## config.mk

```make
export PLATFORM = sky130hd
export DESIGN_NAME = positional_insert_queue
export DESIGN_NICKNAME = d
export VERILOG_FILES = /design/src/rtl/piq_pkg.sv /design/src/rtl/positional_insert_queue.sv /design/src/rtl/piq_ram.sv
export SDC_FILE = /design/constraint.sdc
export NUM_CORES = 1
export LEC_CHECK = 0
export BUFFER_PORTS_ARGS = -buffer_cell sky130_fd_sc_hd__buf_2
export CORE_ASPECT_RATIO = 1.4
export CORE_MARGIN = 2
export CORE_UTILIZATION = 58
export CTS_BUF_LIST = sky130_fd_sc_hd__clkbuf_2 sky130_fd_sc_hd__clkbuf_4 sky130_fd_sc_hd__clkbuf_8
export CTS_CLUSTER_SIZE = 20
export DETAILED_ROUTE_END_ITERATION = 8
export PLACE_DENSITY_LB_ADDON = 0.12
export SLEW_MARGIN = 20
export SYNTH_ARGS = -nofsm -noshare
export SYNTH_HDL_FRONTEND = slang
export SYNTH_SLANG_ARGS = --single-unit
export TNS_END_PERCENT = 1
```

## constraint.sdc

```tcl
create_clock -name i_clk -period 8.65 [get_ports i_clk]
set_clock_uncertainty 0.05 [all_clocks]
set_input_delay 0 -clock i_clk [delete_from_list [all_inputs] [get_ports i_clk]]
set_output_delay 0 -clock i_clk [all_outputs]
set_load 0.03 [all_outputs]
```

## src/rtl/piq_pkg.sv

```systemverilog
`timescale 1ns / 1ps
// Shared types and codes for the positional insert queue.
package piq_pkg;

    typedef enum logic [1:0] {
        OP_PUSH   = 2'd0,
        OP_INSERT = 2'd1,
        OP_POP    = 2'd2,
        OP_NOP    = 2'd3
    } t_op;

    typedef enum logic [1:0] {
        ST_OK    = 2'd0,
        ST_FULL  = 2'd1,
        ST_EMPTY = 2'd2,
        ST_RSVD  = 2'd3
    } t_status;

    typedef enum logic [2:0] {
        S_IDLE,
        S_SH_RD,
        S_SH_WR,
        S_INS_WR,
        S_HEAD_RD,
        S_HEAD_OUT
    } t_state;

    localparam int NAME_W   = 64;
    localparam int RATING_W = 16;
    localparam int ENTRY_W  = NAME_W + RATING_W;
    localparam int PRIO_W   = 8;

endpackage

```

## src/rtl/positional_insert_queue.sv

```systemverilog
`timescale 1ns / 1ps
// Positional insert queue: circular buffer in one RAM, sequenced insert shift.
// Sequence: push, front insert, pop, no-op and rejected beats pass S_HEAD_RD,
//   then strobe o_valid in S_HEAD_OUT; a mid-queue insert first moves each
//   entry back with an S_SH_RD/S_SH_WR pair, then writes in S_INS_WR.
// Throughput: one beat at a time; busy stays high through the strobe cycle.
// Reset (i_rst_n low, synchronous): queue empty, sequencer idle. RAM is not
//   cleared; only entries below the count are ever reported. No receiver stall.
module positional_insert_queue
    import piq_pkg::*;
#(
    parameter int DEPTH = 16
) (
    input  logic                       i_clk,
    input  logic                       i_rst_n,
    input  logic                       start,
    output logic                       busy,
    input  logic [1:0]                 i_operation,
    input  logic [NAME_W-1:0]          i_name_data,
    input  logic [RATING_W-1:0]        i_rating_data,
    input  logic [PRIO_W-1:0]          i_priority_req,
    output logic                       o_valid,
    output logic [NAME_W-1:0]          o_head_name,
    output logic [RATING_W-1:0]        o_head_rating,
    output logic [$clog2(DEPTH+1)-1:0] o_entry_count,
    output logic                       o_is_empty,
    output logic [1:0]                 o_status
);

    localparam int AW = $clog2(DEPTH);
    localparam int CW = $clog2(DEPTH + 1);
    localparam int PW = (CW > PRIO_W) ? CW : PRIO_W;
    localparam logic [AW:0]   DEP_A = DEPTH[AW:0];
    localparam logic [CW-1:0] DEP_C = DEPTH[CW-1:0];

    // Sequencer state and queue bookkeeping
    t_state              r_state, n_state;
    logic [AW-1:0]       r_head, n_head;
    logic [CW-1:0]       r_count, n_count;
    logic [AW-1:0]       r_idx, n_idx;     // logical slot being filled by shift
    logic [AW-1:0]       r_pos, n_pos;     // logical insert slot
    t_status             r_status, n_status;
    logic [ENTRY_W-1:0]  r_entry, n_entry;

    // RAM port controls
    logic                we;
    logic [AW-1:0]       waddr, raddr;
    logic [ENTRY_W-1:0]  wdata, rdata;

    // Logical to physical mapping: one modular add per port
    logic [AW-1:0]       l_wr, l_rd;
    logic [AW:0]         sum_wr, sum_rd;
    logic [AW-1:0]       phys_wr, phys_rd;
    logic [AW-1:0]       head_dec;
    logic [PW-1:0]       p_ext, c_ext;
    t_op                 op;

    assign sum_wr  = {1'b0, r_head} + {1'b0, l_wr};
    assign sum_rd  = {1'b0, r_head} + {1'b0, l_rd};
    assign phys_wr = (sum_wr >= DEP_A) ? AW'(sum_wr - DEP_A) : sum_wr[AW-1:0];
    assign phys_rd = (sum_rd >= DEP_A) ? AW'(sum_rd - DEP_A) : sum_rd[AW-1:0];
    assign head_dec = (r_head == '0) ? AW'(DEPTH - 1) : AW'(r_head - 1'b1);

    assign p_ext = PW'(i_priority_req);
    assign c_ext = PW'(r_count);
    assign op    = t_op'(i_operation);

    piq_ram #(
        .WIDTH (ENTRY_W),
        .DEPTH (DEPTH)
    ) u_store (
        .i_clk   (i_clk),
        .i_we    (we),
        .i_waddr (waddr),
        .i_wdata (wdata),
        .i_raddr (raddr),
        .o_rdata (rdata)
    );

    always_ff @(posedge i_clk) begin
        if (!i_rst_n) begin
            r_state  <= S_IDLE;
            r_head   <= '0;
            r_count  <= '0;
            r_status <= ST_OK;
        end else begin
            r_state  <= n_state;
            r_head   <= n_head;
            r_count  <= n_count;
            r_status <= n_status;
        end
        r_idx   <= n_idx;
        r_pos   <= n_pos;
        r_entry <= n_entry;
    end

    always_comb begin
        n_state  = r_state;
        n_head   = r_head;
        n_count  = r_count;
        n_idx    = r_idx;
        n_pos    = r_pos;
        n_status = r_status;
        n_entry  = r_entry;
        we       = 1'b0;
        l_wr     = '0;
        l_rd     = '0;
        waddr    = phys_wr;
        wdata    = r_entry;
        raddr    = phys_rd;
        o_valid  = 1'b0;

        unique case (r_state)
            S_IDLE: begin
                if (start) begin
                    n_entry  = {i_name_data, i_rating_data};
                    n_status = ST_OK;
                    n_state  = S_HEAD_RD;
                    priority case (op)
                        OP_PUSH, OP_INSERT: begin
                            if (r_count >= DEP_C) begin
                                n_status = ST_FULL;
                            end else if (op == OP_PUSH || p_ext > c_ext) begin
                                // tail append
                                l_wr    = r_count[AW-1:0];
                                we      = 1'b1;
                                wdata   = {i_name_data, i_rating_data};
                                n_count = r_count + 1'b1;
                            end else if (p_ext <= PW'(1)) begin
                                // front insert: step head back one slot
                                waddr   = head_dec;
                                we      = 1'b1;
                                wdata   = {i_name_data, i_rating_data};
                                n_head  = head_dec;
                                n_count = r_count + 1'b1;
                            end else begin
                                // mid insert: move tail entries back first
                                n_idx   = r_count[AW-1:0];
                                n_pos   = AW'(p_ext - PW'(1));
                                n_state = S_SH_RD;
                            end
                        end
                        OP_POP: begin
                            if (r_count == '0) begin
                                n_status = ST_EMPTY;
                            end else begin
                                n_head  = (r_head == AW'(DEPTH - 1)) ? '0
                                                                     : AW'(r_head + 1'b1);
                                n_count = r_count - 1'b1;
                            end
                        end
                        default: begin
                        end
                    endcase
                end
            end
            S_SH_RD: begin
                l_rd    = AW'(r_idx - 1'b1);
                n_state = S_SH_WR;
            end
            S_SH_WR: begin
                l_wr  = r_idx;
                we    = 1'b1;
                wdata = rdata;
                n_idx = AW'(r_idx - 1'b1);
                if (AW'(r_idx - 1'b1) == r_pos) begin
                    n_state = S_INS_WR;
                end else begin
                    n_state = S_SH_RD;
                end
            end
            S_INS_WR: begin
                l_wr    = r_pos;
                we      = 1'b1;
                n_count = r_count + 1'b1;
                n_state = S_HEAD_RD;
            end
            S_HEAD_RD: begin
                l_rd    = '0;
                n_state = S_HEAD_OUT;
            end
            S_HEAD_OUT: begin
                o_valid = 1'b1;
                n_state = S_IDLE;
            end
            default: begin
                n_state = S_IDLE;
            end
        endcase
    end

    assign busy          = (r_state != S_IDLE);
    assign o_head_name   = (r_count == '0) ? '0 : rdata[ENTRY_W-1:RATING_W];
    assign o_head_rating = (r_count == '0) ? '0 : rdata[RATING_W-1:0];
    assign o_entry_count = r_count;
    assign o_is_empty    = (r_count == '0);
    assign o_status      = r_status;

    // Checks
    a_count_bound: assert property (@(posedge i_clk) disable iff (!i_rst_n)
        r_count <= DEP_C)
        else $error("entry count beyond depth");

    a_shift_pair: assert property (@(posedge i_clk) disable iff (!i_rst_n)
        (r_state == S_SH_WR) |-> $past(r_state) == S_SH_RD)
        else $error("shift write without preceding read");

    a_accept_busy: assert property (@(posedge i_clk) disable iff (!i_rst_n)
        (start && !busy) |=> busy)
        else $error("accepted beat did not raise busy");

    a_empty_status: assert property (@(posedge i_clk) disable iff (!i_rst_n)
        (o_valid && r_status == ST_EMPTY) |-> r_count == '0)
        else $error("pop-empty flagged with entries held");

endmodule

```

## src/rtl/piq_ram.sv

```systemverilog
`timescale 1ns / 1ps
// Generic single-write, single-read RAM with registered read data.
module piq_ram #(
    parameter int WIDTH = 8,
    parameter int DEPTH = 16
) (
    input  logic                     i_clk,
    input  logic                     i_we,
    input  logic [$clog2(DEPTH)-1:0] i_waddr,
    input  logic [WIDTH-1:0]         i_wdata,
    input  logic [$clog2(DEPTH)-1:0] i_raddr,
    output logic [WIDTH-1:0]         o_rdata
);

    logic [WIDTH-1:0] r_mem [DEPTH];

    always_ff @(posedge i_clk) begin
        if (i_we) begin
            r_mem[i_waddr] <= i_wdata;
        end
        o_rdata <= r_mem[i_raddr];
    end

endmodule

```

==> flow_summary.yaml <==
sta:
  worst_slew_pin_slew_ns: 1.162
  min_period_ns: 5.857
  rsz0062_at_grt: "no"
  fmax_mhz: 170.7
  finalHoldViolCount: 0
  maxSlewViolCount: 0
  fin_ws_ns: 2.793
  hold_slack_ns: 0.1295
  setup_violations: 0
  relSlewSlack: 0.2185
  fin_crit_sh: 0.6771
logic_synthesis:
  synthDistinctLibCells: 64
  yosysMostFrequentCell: "edfxtp_1"
  ys_warn_count: 0
  seq_area_frac_synth: 0.7651
  synth_common_cells: "edfxtp_1 (1368), mux4_2 (400), clkbuf_1 (132)"
  synth_largest_area_cell: "edfxtp_1"
  synth_nets: 2621
  synth.top_cell.area_share: 0.7316
  avgSynthCellArea_um2: 22.41
  syn_inst: 2506
  syn-cell-area_um2: 56150
  synthTopCellsByArea: "edfxtp_1 (73%), mux4_2 (16%), dfxtp_1 (3.4%), a221o_1 (1.4%), nor2b_1 (1.0%)"
  async_reset_ff_frac: 0
  ys_seq_elements: 1462
  synth_edf_count: 1368
  yosys_most_used_dff: "edfxtp_1"
worst_setup_path:
  critical_path.top_delay_family: "compound AO/OA/AOI/OAI gates"
  end_kind: "flip-flop"
  slowest_stage: "buf_4"
  crit_path_max_incr_delay_ns: 0.73
  required_ns: 9.09
  worstSetupStartpointType: "flip-flop"
  regToRegSetupSlack_ns: 2.79
  worstPathArrival_ns: 6.30
  crit_fanout: 43
  path_cells: "inv_1, ha_1, nor2b_1, o211ai_1, a21o_1, a21oi_1, a222oi_1, inv_1, ha_1, a21o_1, a21oi_1, xnor3_1, o21ai_0, o211ai_1, nor3_2, buf_4, buf_4"
  crit_buf_inv: 4
  crit_type: "reg -> reg"
clock_network:
  cts.reportedPaths.clkPinSlew_ns: 0.07
  clockRootBuffer: "clkbuf_8"
  postCtsSetupRepairBufs: 0
  clock_latency_ns: 0.90
  h-tree-depth: 4
  clock_sinks: 1462
  cts_tree: "yes"
  clock_path_buffers: 3
  cts_buffers: 208
power:
  seqPwrFrac: 0.538
  netSwitchingFraction: 0.2366
  combPwrFrac: 0.099
  p_leak_nw: 21.38
  p_clk_frac: 0.363
  peakVddDrop_uv: 171.6
  p_int_mw: 11.62
  power_density_nw_per_um2: 234.7
  switching_power_mw: 3.603
routing:
  ant_nets: 0
  drc: 1
  wirelength_um: 124900
  via_per_inst: 6.205
  drt-initial-drc-count: 2702
  drt_first_pass_iters: 9
  via_count: 27690
  wire_per_inst_um: 27.99
grt:
  grt_pass1_wl_um: 185400
  grt_pass1_vias: 29060
  gr-usage-all-layers: 0.2577
  overflow: 0
  antenna_found_initial: 2
  grt_max_degree: 104
placement:
  place_ws_ns: 2.873
  hpwl_um: 65250
  gp_congestion: 0.8412
  io_buffers: 182
  placed_area_um2: 58720
cells_and_area:
  nets: 3094
  area_delta_synth_final_pct: 15.53
  finalInstanceArea_um2: 64870
  drive_gt1_frac: 0.3243
floorplan:
  die_area_um2: 99360
  io_pins: 183
  core-area_um2: 96450
  die_w_um: 267.0
  row_count: 135
  fp.dieH_um: 372.2
  start_util: 0.5822
status:
  outcome: "finished with violations"
  violations: "DRC"
run:
  maxCapViolCount: 0
hold_path:
  hold_class: "in -> reg"
## power by group through the flow
stage / logic, mW / clock network [mW] / registers (mW)
2_1_floorplan: 0.970 / 0 / 8.30
3_3_place_gp: 1.41 / 0 / 8.33
3_5_place_dp: 1.45 / 0 / 8.34
4_1_cts: 1.52 / 5.64 / 8.19
5_1_grt: 1.61 / 5.93 / 8.20
6_report: 1.51 / 5.53 / 8.19
## sequential cells by signal (all words and copies together) (netlist names)
name             flops
o_status             2
u_store.o_rdata     80
o_entry_count        5
u_store.r_mem     1280
r_entry             80
r_state              3
r_pos                4
r_head               4
r_idx                4
## through the flow
stage          power, mW    util  TNS, ns  instances
5_1_grt            15.74  0.6726        0       4463
3_3_place_gp       9.738  0.6088        0       3891
6_report           15.23  0.6726        0       4463
2_1_floorplan      9.268       -  -661.37       2506
3_5_place_dp       9.783  0.6088        0       3891
4_1_cts            15.35  0.6725        0       4462
## worst min-delay path: cells and delay by family
kind | cells | cell delay [ns]
buffers and inverters | 3 | 0.84
and+or+nand+nor | 1 | 0.16
## layout by cell type, fill, tap and decap left out, drive strengths merged, types with 3 or more instances in the layout
master          n
o211ai          5
nand2          12
nand2b          5
mux4          400
nand3b          3
xnor2          11
nand3           3
a21o            5
nor2           16
buf           230
a21oi          32
nor4            5
a31oi           5
clkbuf        313
clkinv         61
a221o          80
edfxtp       1368
clkinvlp        3
dfxtp          94
and3           80
xor2            5
nand4           4
nor2b          91
or4             4
inv            33
bufinv          5
o22ai           4
and2            5
or2             3
nor3           19
o31ai           4
o21ai          13
nor4b           4
dlygate4sd3   179
ha             20
## worst paths after layout
path	from	to	cells after the start
setup reg to reg	o_entry_count[1]	u_store.r_mem[2][77]	17
setup / recovery	o_entry_count[1]	u_store.r_mem[2][77]	17
hold reg to reg	o_status[1]	o_status[1]	2
hold / removal	i_rst_n	o_status[0]	4
## layout make-up
| class | count | area, µm² |
|---|---|---|
| diodes | 1 | 2.502 |
| repair buffers | 409 | 3176 |
| well taps | 1301 | 1628 |
| multi-input cells | 875 | 12670 |
| clock inverters | 79 | 556.8 |
| flip-flops and latches | 1462 | 42970 |
| clock buffers | 313 | 3789 |
| inverters | 23 | 88.84 |
| fillers | 6177 | 31580 |
## metal layers
layer,vias up,GRT usage,share of wire,routed length [µm]
met5,-,0,0,0
met4,0,0.06990,0.017,2172
met3,149,0.05034,0.069,8600
met2,1141,0.4256,0.50,63080
met1,14740,0.3575,0.41,51080
li1,11670,-,-,-
## kinds of logic after synthesis
group / after synthesis / share of synthesized area
AOI/OAI and AO/OA: 171 / 0.02502
xor gates and xnor gates: 17 / 0.002897
adders and majority gates: 22 / 0.005169
buffers and inverters: 169 / 0.01259
DFF: 1462 / 0.7651
muxes: 403 / 0.1610
and+or+nand+nor: 262 / 0.02825
## repair_timing
item,4_1_cts,5_1_grt
hold buffers,179,0
endpoints found under the hold margin,1386,0
resized for setup,0,0
No activity file was read; power rests on OpenSTA's default activity.
